File: config.mk
export PLATFORM = sky130hd
export DESIGN_NAME = rcks_keys
export DESIGN_NICKNAME = d
export VERILOG_FILES = /design/src/rtl/rcks_pkg.sv /design/src/rtl/rcks_keys.sv
export SDC_FILE = /design/constraint.sdc
export NUM_CORES = 1
export LEC_CHECK = 0
export BUFFER_PORTS_ARGS = -buffer_cell sky130_fd_sc_hd__buf_2
export CORE_MARGIN = 5
export CORE_UTILIZATION = 42
export DETAILED_ROUTE_END_ITERATION = 7
export PLACE_DENSITY = 0.74
export SYNTH_ARGS = -nofsm -noshare
export SYNTH_HDL_FRONTEND = slang
export SYNTH_SLANG_ARGS = --single-unit
File: constraint.sdc
create_clock -name aclk -period 3.47 [get_ports aclk]
set_clock_uncertainty 0.15 [all_clocks]
set_input_delay 0.5205 -clock aclk [delete_from_list [all_inputs] [get_ports aclk]]
set_output_delay 0.5205 -clock aclk [all_outputs]
set_load 0.05 [all_outputs]
File: src/rtl/rcks_pkg.sv
// Shared types, constants and helpers for the range code keypad sequencer.
// No dependencies; every other file of the block imports this package.
package rcks_pkg;

    localparam int TABLE_ENTRIES = 16;
    localparam int MAX_DIGITS    = 8;

    localparam int CODE_W     = 27;
    localparam int ENTRY_W    = 7;
    localparam int DIGIT_W    = 4;
    localparam int DCOUNT_W   = 4;
    localparam int IDX_W      = $clog2(TABLE_ENTRIES);
    localparam int POS_W      = IDX_W + 1;
    localparam int DIG_IDX_W  = $clog2(MAX_DIGITS);
    localparam int CFG_IDX_W  = 3;
    localparam int CFG_DATA_W = 8;

    localparam logic [1:0] REQ_TICK    = 2'd0;
    localparam logic [1:0] REQ_WRITE   = 2'd1;
    localparam logic [1:0] REQ_RESTART = 2'd2;

    localparam logic [1:0] KEY_NONE    = 2'd0;
    localparam logic [1:0] KEY_PRESS   = 2'd1;
    localparam logic [1:0] KEY_OK      = 2'd2;
    localparam logic [1:0] KEY_RELEASE = 2'd3;

    localparam logic [CFG_IDX_W-1:0] CFG_DIGIT_COUNT   = 3'd0;
    localparam logic [CFG_IDX_W-1:0] CFG_OK_FORMAT     = 3'd1;
    localparam logic [CFG_IDX_W-1:0] CFG_PRESS_TICKS   = 3'd2;
    localparam logic [CFG_IDX_W-1:0] CFG_RELEASE_TICKS = 3'd3;
    localparam logic [CFG_IDX_W-1:0] CFG_OUTPUT_ENABLE = 3'd4;

    localparam logic [3:0] DIGIT_COUNT_RST   = 4'd5;
    localparam logic [1:0] OK_FORMAT_RST     = 2'd2;
    localparam logic [7:0] PRESS_TICKS_RST   = 8'd35;
    localparam logic [7:0] RELEASE_TICKS_RST = 8'd36;

    localparam logic [ENTRY_W-1:0] PREFIX_MAX = 7'd99;

    localparam logic [31:0] DIV10_RECIP = 32'hCCCC_CCCD;
    localparam int          DIV10_SHIFT = 35;

    typedef enum logic [1:0] {
        ALU_INC,
        ALU_DEC,
        ALU_MUL10,
        ALU_DIV10
    } alu_op_t;

    typedef enum logic [3:0] {
        ST_IDLE,
        ST_RD_START,
        ST_RD_END,
        ST_STEP,
        ST_PREFIX,
        ST_JUMP,
        ST_SCALE,
        ST_SPLIT_LD,
        ST_SPLIT,
        ST_FINISH
    } seq_state_t;

    typedef logic [MAX_DIGITS-1:0][DIGIT_W-1:0] digit_vec_t;

    typedef struct packed {
        logic [DCOUNT_W-1:0] digits;
        logic [1:0]          ok_format;
        logic [7:0]          press_ticks;
        logic [7:0]          release_ticks;
        logic                enable;
    } key_cfg_t;

    typedef struct packed {
        logic [1:0]         action;
        logic [DIGIT_W-1:0] digit;
        logic               ready_clr;
    } key_res_t;

    function automatic logic [ENTRY_W-1:0] table_init(input int i);
        return (i < 8 && (i % 2) == 1) ? PREFIX_MAX : '0;
    endfunction

endpackage

File: src/rtl/rcks_keys.sv
// Key press timing: phase and hold counters that sequence digits, OK and releases.
// Advances once per step strobe. Depends on rcks_pkg.
module rcks_keys (
    input  logic                  aclk,
    input  logic                  aresetn,
    input  logic                  step,
    input  rcks_pkg::key_cfg_t    cfg,
    input  rcks_pkg::digit_vec_t  digits,
    output rcks_pkg::key_res_t    res
);
    import rcks_pkg::*;

    logic [7:0] phase_reg, phase_next;
    logic [7:0] hold_reg, hold_next;
    logic [7:0] d8;
    logic [7:0] ph_inv;
    logic       skip_ok;

    assign d8     = 8'(cfg.digits);
    assign ph_inv = ~phase_reg;

    always_comb begin
        res        = '0;
        res.action = KEY_NONE;
        phase_next = phase_reg;
        hold_next  = hold_reg;
        skip_ok    = (cfg.ok_format == 2'd0) ||
                     (cfg.ok_format == 2'd1 && phase_reg == d8 + 8'd1);
        if (cfg.enable) begin
            if (hold_reg != 8'd0) begin
                hold_next = hold_reg - 8'd1;
            end else if (phase_reg < d8) begin
                res.action = KEY_PRESS;
                res.digit  = digits[phase_reg[DIG_IDX_W-1:0]];
                phase_next = ph_inv;
                hold_next  = cfg.press_ticks;
            end else if (phase_reg == d8 || phase_reg == d8 + 8'd1) begin
                res.action = skip_ok ? KEY_NONE : KEY_OK;
                phase_next = ph_inv;
                hold_next  = cfg.press_ticks;
            end else if (phase_reg > 8'd255 - d8 - 8'd2) begin
                res.action    = KEY_RELEASE;
                res.ready_clr = (ph_inv == d8 - 8'd1);
                phase_next    = ph_inv + 8'd1;
                hold_next     = cfg.release_ticks;
            end else begin
                phase_next = 8'd0;
            end
        end
    end

    always_ff @(posedge aclk) begin
        if (!aresetn) begin
            phase_reg <= 8'd0;
            hold_reg  <= 8'd0;
        end else if (step) begin
            phase_reg <= phase_next;
            hold_reg  <= hold_next;
        end
    end

endmodule

# Word level (Yosys, flattened, before mapping)
# Cells that the tools add are included.
dict set report totals {
  regBits 16
  in_bits 58
  out_inout_bits 7
  word_cells 44
}
dict set report classes {
  n_addsub 6
  magnitude_cmp 3
  n_eq_ne 4
  n_mux 19
  bitwise_logic 2
  n_reduce_logical 8
}
# operator n
set op_table {}
lappend op_table {{two-way mux 8 bit} 7}
lappend op_table {{two-way mux 7 bit} 2}
lappend op_table {{binary-select mux 4 bit (select 3 bit)} 1}
lappend op_table {{adder 8 x 1 -> 8 bit (second input constant)} 1}
lappend op_table {{equality test 8 x 4 -> 1 bit} 1}
lappend op_table {{equality test 8 x 5 -> 1 bit} 1}
lappend op_table {{equality test 8 bit} 1}
lappend op_table {{greater-than comparator 8 bit} 1}
lappend op_table {{less-than comparator 8 x 4 -> 1 bit} 1}
lappend op_table {{two-way mux 2 bit} 4}
lappend op_table {{two-way mux 4 bit} 2}
lappend op_table {{inverter 8 bit} 1}
lappend op_table {{nonzero test 8 bit} 1}
lappend op_table {{subtractor 8 x 1 -> 8 bit (second input constant)} 1}
lappend op_table {{subtractor 6 x 3 -> 7 bit (second input constant)} 1}
lappend op_table {{AND reduction 3 bit} 2}
lappend op_table {{subtractor 1 x 5 -> 6 bit (first input constant)} 1}
lappend op_table {{adder 4 x 1 -> 5 bit (second input constant)} 1}
lappend op_table {{subtractor 4 x 1 -> 5 bit (second input constant)} 1}
lappend op_table {{less-than comparator 3 x 4 -> 1 bit (second input constant)} 1}
lappend op_table {{nonzero test 4 bit} 1}
lappend op_table {{two-way mux 1 bit} 3}
lappend op_table {{equality test 2 x 1 -> 1 bit (second input constant)} 1}
lappend op_table {{zero test 2 bit} 1}
lappend op_table {{other kinds (3)} 4}

# Depth between registers and ports, before layout
dict set report logic_depth {
  word_depth 9
  depth_mapped 11
  depth_no_buf 9
}

# Worst setup path before layout
# No wires, ideal clock.
dict set report synth_path {
  path_kind {input port to output port}
  startpoint {in cfg[21] (netlist bit)}
  endpoint {out res[0] (netlist bit)}
  arrival_ps 3196
  required_time_ps 2799
  path_slack_ps -397
  stages 9
  n_path_buf 1
  cell_sequence {clkbuf_1 inv_1 ha_1 ha_1 nand3_1 o21bai_1 a21oi_1 nand3_1 nor3_1}
}
# element line
set synth_rtl {}
lappend synth_rtl {{start: declaration} rcks_keys.sv:7} ;# input rcks_pkg::key_cfg_t cfg,
lappend synth_rtl {{end: declaration} rcks_keys.sv:9} ;# output rcks_pkg::key_res_t res

==> summary.md <==
| Metric | Value |
|---|---|
| Antenna fix cells | `0` |
| Fin. Hold Viols | `0` |
| Total CTS buffers | `3` |
| Hold slack | `0.3485 ns` |
| Nets | `361` |
| Clock sinks | `16` |
| Status | `completed` |
| FFs w/ async S/R, synth | `0%` |
| Die W | `75.32 um` |
| Final Wtd Congestion | `0.9094` |
| Post-synthesis sequential area ratio | `17.88%` |
| Layout area overhead | `24.02%` |
| Number of buffers inserted by hold repair at cts | `0` |
| Post-synth EDFFs | `0` |
| CTS tree | `built` |
| DRC viols | `0` |
| Commonest non-fill, non-tap cell in the layout | `buf_2` |
| Final WS setup | `0.2607 ns` |
| Core Footprint | `4058 sq um` |
| Total Wirelength | `4766 um` |
| Synth unique cells | `51` |
| Initial antenna violation count | `0` |
| CP required | `2.80 ns` |
| Chip Height | `75.32 um` |
| Syn. warnings | `0` |
| I/O pin count | `65` |
| Worst slew margin | `55.25%` |
| Synthesized area | `1792 sq um` |
| PortBufs | `64` |
| Util after Layout | `54.76%` |
| Initial Utilization | `44.16%` |
| Clock Path Buffers | `2` |
| Largest cells by area after synthesis | `dfxtp_1 (18%), ha_1 (11%), mux4_2 (10%)` |
| Via Count | `1,912` |
| Worst Tran Pin Value | `0.6662 ns` |
| Count of final setup violators | `0` |
| RSZ-0062 raised after global routing | `no` |
| CP endpoint kind | `output pin` |
| Predominant post-synthesis flop cell | `dfxtp_1` |
| Max Clk Rate | `311.6 MHz` |
| WP data arrival | `2.54 ns` |
| Pwr dens | `881.9 nW/um^2` |
| Final total power | `0.001960 W` |
| 1st-pass router iterations | `4` |
| Maxcap violations | `0` |
| Fin crit share | `92.49%` |
| Yosys top cell area share | `17.88%` |
| Layout fillers | `367` |
| Gr usage total | `17.45%` |
| Vias per std cell | `5.707` |
| Largest net degree at the start of global routing | `15` |
| Area of the die | `5672 sq um` |
| CP Launch Type | `input pin` |
| Leading area contributor after synthesis | `dfxtp_1` |
| Pre-CTS setup slack | `0.2867 ns` |
| #FFs+latches synth | `16` |
| Syn nets | `295` |
| Min Tclk post-route | `3.209 ns` |
| R2R depth | `7` |
| Cells after synthesis | `221` |
| Peak supply drop | `0.0004065 V` |
| Max Slew Vio Count | `0` |
| Crit Path Class | `in -> out` |
| H-Tree Depth | `1` |
| Layout cell share with drive strength beyond 1 | `31.58%` |
| Syn avg cell area | `8.107 sq um` |
| FP Rows | `23` |
| Clock Root Buffer | `clkbuf_8` |
| Clock-pin slew on the worst setup and hold paths | `0.06 ns` |
| DR WL/cell | `14.23 um` |
| First-pass GRT wire length | `7866 um` |
| GRT overflow | `0` |
| Post-DP HPWL | `3909 um` |
| Crit-path max FO | `8` |
| Static Leak | `1.031 nW` |
| Worst-skew pair later-pin latency | `0.24 ns` |
| Vias in the first global route | `1,785` |
| Initial detailed-routing violation count | `124` |
| Hold Path Class | `reg -> reg` |
| ANT nets after route | `0` |
| Hold depth | `2` |
| Commonest non-fill, non-tap cells in the layout | `buf_2 (64), nand2_1 (22), nor2_1 (19), ha_1 (16), dfxtp_1 (15)` |
==> repair_timing <==
action | CTS | global route
buffers inserted | 0 | 0
resized for setup | 0 | 1
endpoints found under the setup margin | 0 | 1
==> synth_stat cells, types with 6 or more instances <==
library cell and number:
nor2_1 20, nor3_1 11, ha_1 16, a21oi_1 13
dfxtp_1 16, nand2_1 22, mux4_2 8, nand3_1 9
mux2i_1 9, inv_1 11, xnor2_1 6
==> metrics by stage <==
step,cell area [sq um],std cells,setup TNS (ns)
2_1_floorplan,1804,221,-0.4149
3_3_place_gp,2180,332,0
3_5_place_dp,2180,332,0
4_1_cts,2221,335,0
5_1_grt,2222,335,0
6_report,2222,335,0
==> critical path, cell delays in order <==
cell and delay, ns:
buf_2 0.18, inv_1 0.12, ha_1 0.30, ha_1 0.28, nand3_1 0.09, o21bai_1 0.18
a21oi_1 0.30, nand3_1 0.13, nor3_2 0.14, buf_2 0.29
==> area by class of cell <==
type	instances	area, sq um	area share, %
clock buffers	3	41.29	1.858
inverters	12	45.04	2.027
multi-input cells	184	1386	62.39
flip-flops and latches	16	321.6	14.47
well taps	50	62.56	2.815
repair buffers	70	365.4	16.44
==> final timing paths <==
path | start | end | slack (ns)
hold reg to reg | hold_reg[4] | hold_reg[4] | 0.35
setup / recovery | cfg[21] | res[0] | 0.26
hold / removal | hold_reg[4] | hold_reg[4] | 0.35
setup reg to reg | phase_reg[2] | hold_reg[2] | 0.90
==> routing by layer <==
metal	routed length, um	share of wire, %	global-route usage, %
met5	0	0	0
met4	27	0.57	3.107
met3	419	8.8	3.958
met2	2128	45	26.94
met1	2189	46	25.22
==> cell families (layout without fill, tap and decap cells) <==
family | Yosys count | after routing | share of synthesized area, %
AO/OA/AOI/OAI | 53 | 53 | 20.67
XOR/XNOR | 8 | 8 | 3.911
adder cells (fa/ha/maj) | 16 | 16 | 11.17
buffers and inverters | 21 | 85 | 5.447
flip-flops | 16 | 16 | 17.88
multiplexers | 18 | 18 | 15.71
AND/OR/NAND/NOR | 89 | 89 | 25.21
==> power breakdown <==
group	internal [W]	switching, W	leakage [nW]
combinational	0.000604	0.000861	0.878
clock	0.0000768	0.0000580	0.0216
sequential	0.000262	0.0000980	0.131
Power figures use the tool's default switching activity.
